===== src/hdl/dart_pkg.sv =====
package dart_pkg;

  localparam int unsigned CYCLES_W = 12;
  localparam int unsigned ACCUM_W  = 32;
  localparam int unsigned PERIOD_W = 11;

  localparam logic [1:0] MODE_TICK  = 2'd0;
  localparam logic [1:0] MODE_READ  = 2'd1;
  localparam logic [1:0] MODE_WRITE = 2'd2;
  localparam logic [1:0] MODE_RESET = 2'd3;

  localparam logic [1:0] SEL_DIV  = 2'd0;
  localparam logic [1:0] SEL_TIMA = 2'd1;
  localparam logic [1:0] SEL_TMA  = 2'd2;
  localparam logic [1:0] SEL_TAC  = 2'd3;

  localparam logic [PERIOD_W-1:0] DIV_PERIOD = 11'd256;
  localparam int unsigned         TAC_ENABLE_BIT = 2;
  localparam logic [7:0]          TIMA_TOP = 8'hff;

  typedef struct packed {
    logic [1:0]          mode;
    logic [CYCLES_W-1:0] tick_cycles;
    logic [1:0]          reg_select;
    logic [7:0]          write_data;
  } item_t;

  function automatic logic [PERIOD_W-1:0] rate_period(input logic [1:0] rate);
    logic [PERIOD_W-1:0] p;
    case (rate)
      2'd0:    p = 11'd1024;
      2'd1:    p = 11'd16;
      2'd2:    p = 11'd64;
      2'd3:    p = 11'd256;
      default: p = 11'd1024;
    endcase
    return p;
  endfunction

endpackage


===== src/hdl/divider_and_reload_timer_top.sv =====
// a word accepted into the input register passes to the output register once the output is free
// throughput: one word per cycle while out_stall is low; the add-compare-subtract of each accumulator sets the pace
// an input register and an output register separate the two channels
// rst (synchronous, active high) clears all timer registers, accumulators and valids
// a reset word clears the timer registers and accumulators and returns a result of zeros
module divider_and_reload_timer_top (
  input  logic                          clk,
  input  logic                          rst,
  input  logic                          in_valid,
  output logic                          in_stall,
  input  logic [1:0]                    mode,
  input  logic [dart_pkg::CYCLES_W-1:0] tick_cycles,
  input  logic [1:0]                    reg_select,
  input  logic [7:0]                    write_data,
  output logic                          out_valid,
  input  logic                          out_stall,
  output logic [7:0]                    read_data,
  output logic                          timer_irq
);
  import dart_pkg::*;

  logic  s1_valid;
  item_t s1_item;
  logic  out_free;
  logic  s1_go;
  logic  accept;
  logic [7:0] read_data_next;
  logic       timer_irq_next;

  assign out_free = !out_valid || !out_stall;
  assign s1_go    = s1_valid && out_free;
  assign in_stall = s1_valid && !out_free;
  assign accept   = in_valid && !in_stall;

  always_ff @(posedge clk) begin
    if (rst) begin
      s1_valid <= 1'b0;
    end else if (accept) begin
      s1_valid <= 1'b1;
    end else if (s1_go) begin
      s1_valid <= 1'b0;
    end
  end

  always_ff @(posedge clk) begin
    if (accept) begin
      s1_item <= '{mode: mode, tick_cycles: tick_cycles,
                   reg_select: reg_select, write_data: write_data};
    end
  end

  dart_core u_core (
    .clk            (clk),
    .rst            (rst),
    .go             (s1_go),
    .item           (s1_item),
    .read_data_next (read_data_next),
    .timer_irq_next (timer_irq_next)
  );

  always_ff @(posedge clk) begin
    if (rst) begin
      out_valid <= 1'b0;
    end else if (s1_go) begin
      out_valid <= 1'b1;
    end else if (!out_stall) begin
      out_valid <= 1'b0;
    end
  end

  always_ff @(posedge clk) begin
    if (s1_go) begin
      read_data <= read_data_next;
      timer_irq <= timer_irq_next;
    end
  end

  a_irq_only_tick: assert property (@(posedge clk) disable iff (rst)
    (s1_go && s1_item.mode != MODE_TICK) |=> !timer_irq)
    else $error("irq raised on a non-tick word");

  a_data_only_read: assert property (@(posedge clk) disable iff (rst)
    (s1_go && s1_item.mode != MODE_READ) |=> (read_data == 8'd0))
    else $error("read data nonzero on a non-read word");

  a_stall_means_full: assert property (@(posedge clk) disable iff (rst)
    in_stall |-> (s1_valid && out_valid && out_stall))
    else $error("input stalled with room in the pipeline");

endmodule


===== src/hdl/dart_accum.sv =====
module dart_accum (
  input  logic                          clk,
  input  logic                          rst,
  input  logic                          clear,
  input  logic                          tick,
  input  logic [dart_pkg::CYCLES_W-1:0] cycles,
  input  logic                          enable,
  input  logic [dart_pkg::PERIOD_W-1:0] period,
  output logic                          fire
);
  import dart_pkg::*;

  logic [ACCUM_W-1:0] accum;
  logic [ACCUM_W-1:0] accum_next;
  logic [ACCUM_W-1:0] sum;

  // sum wraps modulo the accumulator width
  assign sum  = accum + {{(ACCUM_W-CYCLES_W){1'b0}}, cycles};
  assign fire = tick && enable && (sum > {{(ACCUM_W-PERIOD_W){1'b0}}, period});

  always_comb begin
    accum_next = accum;
    if (tick) begin
      accum_next = fire ? (sum - {{(ACCUM_W-PERIOD_W){1'b0}}, period}) : sum;
    end
  end

  always_ff @(posedge clk) begin
    if (rst || clear) begin
      accum <= '0;
    end else begin
      accum <= accum_next;
    end
  end

endmodule


===== src/hdl/dart_core.sv =====
module dart_core (
  input  logic            clk,
  input  logic            rst,
  input  logic            go,
  input  dart_pkg::item_t item,
  output logic [7:0]      read_data_next,
  output logic            timer_irq_next
);
  import dart_pkg::*;

  logic [7:0] divider_count;
  logic [7:0] timer_count;
  logic [7:0] reload_value;
  logic [7:0] timer_control;

  logic tick;
  logic clear;
  logic div_fire;
  logic tim_fire;
  logic reload;

  assign tick  = go && (item.mode == MODE_TICK);
  assign clear = go && (item.mode == MODE_RESET);

  dart_accum u_div_accum (
    .clk    (clk),
    .rst    (rst),
    .clear  (clear),
    .tick   (tick),
    .cycles (item.tick_cycles),
    .enable (1'b1),
    .period (DIV_PERIOD),
    .fire   (div_fire)
  );

  dart_accum u_tim_accum (
    .clk    (clk),
    .rst    (rst),
    .clear  (clear),
    .tick   (tick),
    .cycles (item.tick_cycles),
    .enable (timer_control[TAC_ENABLE_BIT]),
    .period (rate_period(timer_control[1:0])),
    .fire   (tim_fire)
  );

  assign reload         = tim_fire && (timer_count == TIMA_TOP);
  assign timer_irq_next = reload;

  always_comb begin
    read_data_next = 8'd0;
    if (item.mode == MODE_READ) begin
      case (item.reg_select)
        SEL_DIV:  read_data_next = divider_count;
        SEL_TIMA: read_data_next = timer_count;
        SEL_TMA:  read_data_next = reload_value;
        SEL_TAC:  read_data_next = timer_control;
        default:  read_data_next = 8'd0;
      endcase
    end
  end

  always_ff @(posedge clk) begin
    if (rst || clear) begin
      divider_count <= 8'd0;
      timer_count   <= 8'd0;
      reload_value  <= 8'd0;
      timer_control <= 8'd0;
    end else if (tick) begin
      if (div_fire) begin
        divider_count <= divider_count + 8'd1;
      end
      if (reload) begin
        timer_count <= reload_value;
      end else if (tim_fire) begin
        timer_count <= timer_count + 8'd1;
      end
    end else if (go && (item.mode == MODE_WRITE)) begin
      case (item.reg_select)
        SEL_DIV:  divider_count <= item.write_data;
        SEL_TIMA: timer_count   <= item.write_data;
        SEL_TMA:  reload_value  <= item.write_data;
        SEL_TAC:  timer_control <= item.write_data;
        default:  divider_count <= divider_count;
      endcase
    end
  end

  a_reload_value: assert property (@(posedge clk) disable iff (rst)
    reload |=> (timer_count == $past(reload_value)))
    else $error("reload did not load TIMA from TMA");

  a_reset_item: assert property (@(posedge clk) disable iff (rst)
    clear |=> (divider_count == 8'd0 && timer_count == 8'd0 &&
               reload_value == 8'd0 && timer_control == 8'd0))
    else $error("reset word left registers set");

endmodule

===== config.mk =====
export PLATFORM = sky130hd
export DESIGN_NAME = divider_and_reload_timer_top
export DESIGN_NICKNAME = d
export VERILOG_FILES = /design/src/hdl/dart_pkg.sv /design/src/hdl/divider_and_reload_timer_top.sv /design/src/hdl/dart_accum.sv /design/src/hdl/dart_core.sv
export SDC_FILE = /design/constraint.sdc
export NUM_CORES = 1
export LEC_CHECK = 0
export BUFFER_PORTS_ARGS = -buffer_cell sky130_fd_sc_hd__buf_2
export CAP_MARGIN = 10
export CELL_PAD_IN_SITES_DETAIL_PLACEMENT = 1
export CELL_PAD_IN_SITES_GLOBAL_PLACEMENT = 2
export CORE_UTILIZATION = 35
export DETAILED_ROUTE_END_ITERATION = 6
export PLACE_DENSITY_LB_ADDON = 0.3
export SYNTH_ARGS = -nofsm -noshare
export SYNTH_HDL_FRONTEND = slang
export SYNTH_SLANG_ARGS = --single-unit

===== constraint.sdc =====
create_clock -name clk -period 3.8 [get_ports clk]
set_input_delay 0.57 -clock clk [delete_from_list [all_inputs] [get_ports clk]]
set_output_delay 0.57 -clock clk [all_outputs]
set_load 0.05 [all_outputs]

==> impl_metrics.py <==
metrics = {
    "floorplanning": {
        "num_rows": 61,
        "start_util_pct": 36.0,
        "ios": 39,
        "fp.coreArea_um2": 28200,
        "die_area_um2": 29700,
        "die_height_um": 172,
        "die_x_um": 172,
    },
    "route": {
        "postRouteAntennaNets": 0,
        "post-route-drc-count": 0,
        "viasPerCell": 5.90,
        "wl_met1_um": 17800,
        "vias": 11306,
        "wl_um": 43400,
        "dr_wl_met2_um": 22100,
        "wl_per_cell_um": 22.7,
        "drt_pre_antenna_iters": 5,
        "wl_met3_um": 1480,
        "first_iter_violations": 719,
        "topRoutingLayerUsed": "met4",
    },
    "timing": {
        "fin_ws_ns": -0.495,
        "final-hold-violation-count": 0,
        "fmax_mhz": 233,
        "slew_violations": 0,
        "period_share_pct": 113,
        "slew_headroom_pct": 44.1,
        "tightest_slew_ns": 0.839,
        "grt_setup_unrepaired": "yes",
        "fin_crit_ns": 4.29,
        "fin_skew_ns": 0.0186,
        "setup_viol": 69,
    },
    "worst_setup_path": {
        "start_kind": "flop",
        "crit_arrival_ns": 4.65,
        "path_max_fanout": 7,
        "r2r_slack_ns": -0.49,
        "setup.worst_path.end_class": "flop",
        "required_ns": 4.15,
        "ff2ff_path_depth": 18,
        "crit_type": "flop to flop",
    },
    "run_status": {
        "status": "finished, violations left",
        "violations": "negative setup slack",
    },
    "clock_tree": {
        "clk_latency_ns": 0.45,
        "cts.clk_slew.worst_paths_ns": 0.08,
        "cts_sinks": 131,
        "cts_tree": "done",
        "cts_max_path_buffers": 2,
        "cts_made_buffers": 17,
        "htreeDepth": 4,
        "root_buffer": "clkbuf_16",
    },
    "global_routing": {
        "grt_pass1_wl_um": 64300,
        "antenna_found_initial": 0,
        "grt_pass1_vias": 11716,
        "grt-ovfl-total": 0,
        "grt_max_degree": 62,
        "grtUsageTotal_pct": 28.3,
    },
    "job": {
        "maxCapViolCount": 0,
    },
    "pwr": {
        "seq_power_share_pct": 35.4,
        "p_leak_nw": 5.83,
        "p_int_mw": 2.90,
        "ir_drop_mv": 0.299,
        "pwr-share-comb_pct": 21.8,
        "swShare_pct": 31.8,
        "pwr-share-clk_pct": 42.7,
        "powerDensity_nw_per_um2": 283,
        "power.net_switching_mw": 1.35,
    },
    "cells_and_area": {
        "num_antenna_cells": 0,
        "drive_above_1_share_pct": 41.5,
        "area_delta_synth_final_pct": 48.0,
        "fin_nets": 1588,
        "final_util_pct": 53.3,
    },
    "synthesis": {
        "ys_ff_latch": 131,
        "syn-mean-instance-area_um2": 8.37,
        "synth_top_cell_by_area": "dfxtp_1",
        "synthCells": 1212,
        "ys_top_cells_by_count": "122 x nand2_1, 98 x dfxtp_1, 94 x nor2_1, 83 x a21oi_1, 58 x nand3_1",
        "yosysUniqueCellTypes": 101,
        "synth_area_um2": 10100,
        "ys.flop_type": "dfxtp_1",
        "yosysSeqAreaShare_pct": 29.1,
        "synth_edf_count": 33,
        "synth.most_common_cell": "nand2_1",
        "synthTopCellsByArea": "dfxtp_1 19%, edfxtp_1 9.8%, mux2i_1 5.3%",
        "synth_top_area_share_pct": 19.3,
        "synth_fp_nets": 1275,
        "synth_async_sr_flop_share_pct": 0,
        "yosysWarnings": 0,
    },
    "placement": {
        "hpwl_um": 28400,
        "dp_slack_ns": -0.606,
        "gp_congestion": 0.881,
        "io_buffers": 38,
    },
    "hold_path": {
        "min_path_cells": 1,
        "hold_class": "input pin to flop",
    },
}
## worst paths after layout
kind / from / to
worst max-delay path: s1_item[10] / u_core.timer_count[3]
worst min-delay path: tick_cycles[3] / s1_item[13]
worst max register to register: s1_item[10] / u_core.timer_count[3]
worst min register to register: u_core.u_tim_accum.accum[3] / u_core.u_tim_accum.accum[3]
## kinds of logic (layout without fill, tap and decap cells)
kind of cell    count (synthesis)  count (layout)  share of synthesized area (%)
mux                            65              65                           7.47
xor+xnor                       68              68                           5.87
fa+ha+maj                      35              35                           4.46
compound gates                335             335                           24.0
simple gates                  483             483                           25.0
flops                         131             131                           29.1
buf+inv                        95             421                           4.13
## state kept, by name, indices dropped and copies added, names as in the netlist
register / count
out_valid: 1
read_data: 8
s1_item: 24
s1_valid: 1
timer_irq: 1
u_core.divider_count: 8
u_core.reload_value: 8
u_core.timer_control: 8
u_core.timer_count: 8
u_core.u_div_accum.accum: 32
u_core.u_tim_accum.accum: 32
## stage by stage
stage               cells  TNS [ns]  total power [mW]  hold WS [ns]  cell area (um2)
detailed placement   1820    -26.45              2.20         0.459            12600
CTS                  1901    -14.75              4.17         0.288            14400
global route         1916    -34.38              4.37         0.285            15000
finish               1916    -23.57              4.25         0.297            15000
floorplan            1212   -0.0452              1.89         0.436            10200
global placement     1820    -18.35              2.19         0.448            12600
## area by class of cell
class | count | area [um2]
well taps | 378 | 473
repair buffers | 372 | 2930
multi-input cells | 986 | 7980
clock inverters | 15 | 203
flip-flops and latches | 131 | 2950
fillers | 3203 | 13100
inverters | 17 | 63.8
clock buffers | 17 | 425
## power groups by stage
stage	clock, mW	sequential (mW)	combinational (mW)
5_1_grt	1.88	1.51	0.978
4_1_cts	1.84	1.50	0.824
3_5_place_dp	0	1.53	0.671
6_report	1.81	1.51	0.927
2_1_floorplan	0	1.53	0.358
3_3_place_gp	0	1.53	0.657
## metal layers
metal	up-vias	GRT usage, %
li1	5185	-
met1	5654	32.7
met2	331	52.1
met3	136	3.89
met4	0	11.7
met5	-	0
## worst max-delay path, cell delays in order, from the launching register on
cell and delay [ns]:
edfxtp_1 0.37, ha_2 0.21, inv_2 0.04, fa_2 0.34
and2b_1 0.23, o2111ai_2 0.15, nand2_2 0.16, xor2_2 0.20
ha_1 0.27, nor2b_1 0.15, a311oi_2 0.33, o211ai_1 0.19
o21ai_1 0.20, nand3b_1 0.20, nor4_4 0.29, buf_4 0.23
a21oi_4 0.11, mux2_4 0.32, a311oi_2 0.23
## cells in the final DEF (no fill, tap or decap), types with 7 or more instances in the layout
cell type	netlist	routed
nand2_1	122	113
xor2_1	25	22
o21ai_2	3	9
and3_1	26	23
nor3_1	23	15
buf_6	2	38
and2_1	18	17
dfxtp_1	98	98
a211oi_2	2	11
a211o_1	11	9
mux4_2	8	8
xnor2_2	0	8
ha_1	33	21
buf_2	18	38
xnor2_1	43	35
o221ai_2	0	7
or2_2	10	10
clkbuf_16	0	17
a21oi_2	6	15
o21ai_0	49	33
a31oi_1	11	8
a21o_1	17	16
o211ai_1	10	10
a2111oi_4	1	8
nand2_2	1	9
inv_1	17	14
nand3_1	58	53
nand2b_1	25	25
nand4_1	24	24
a21oi_4	2	12
or3_1	19	15
a21oi_1	83	64
nor2b_1	12	11
ha_4	0	8
buf_4	6	288
a211oi_1	28	15
nor2_1	94	86
o21ai_1	6	15
edfxtp_1	33	33
mux2i_1	54	51
## repair_timing
action	in CTS	in global routing
hold buffers	0	0
pin swaps	99	60
setup endpoints to repair	69	69
setup buffers	51	25
hold endpoints to repair	0	0
resized for setup	170	103
cloned	2	0
(Power assumes the default switching activity.)
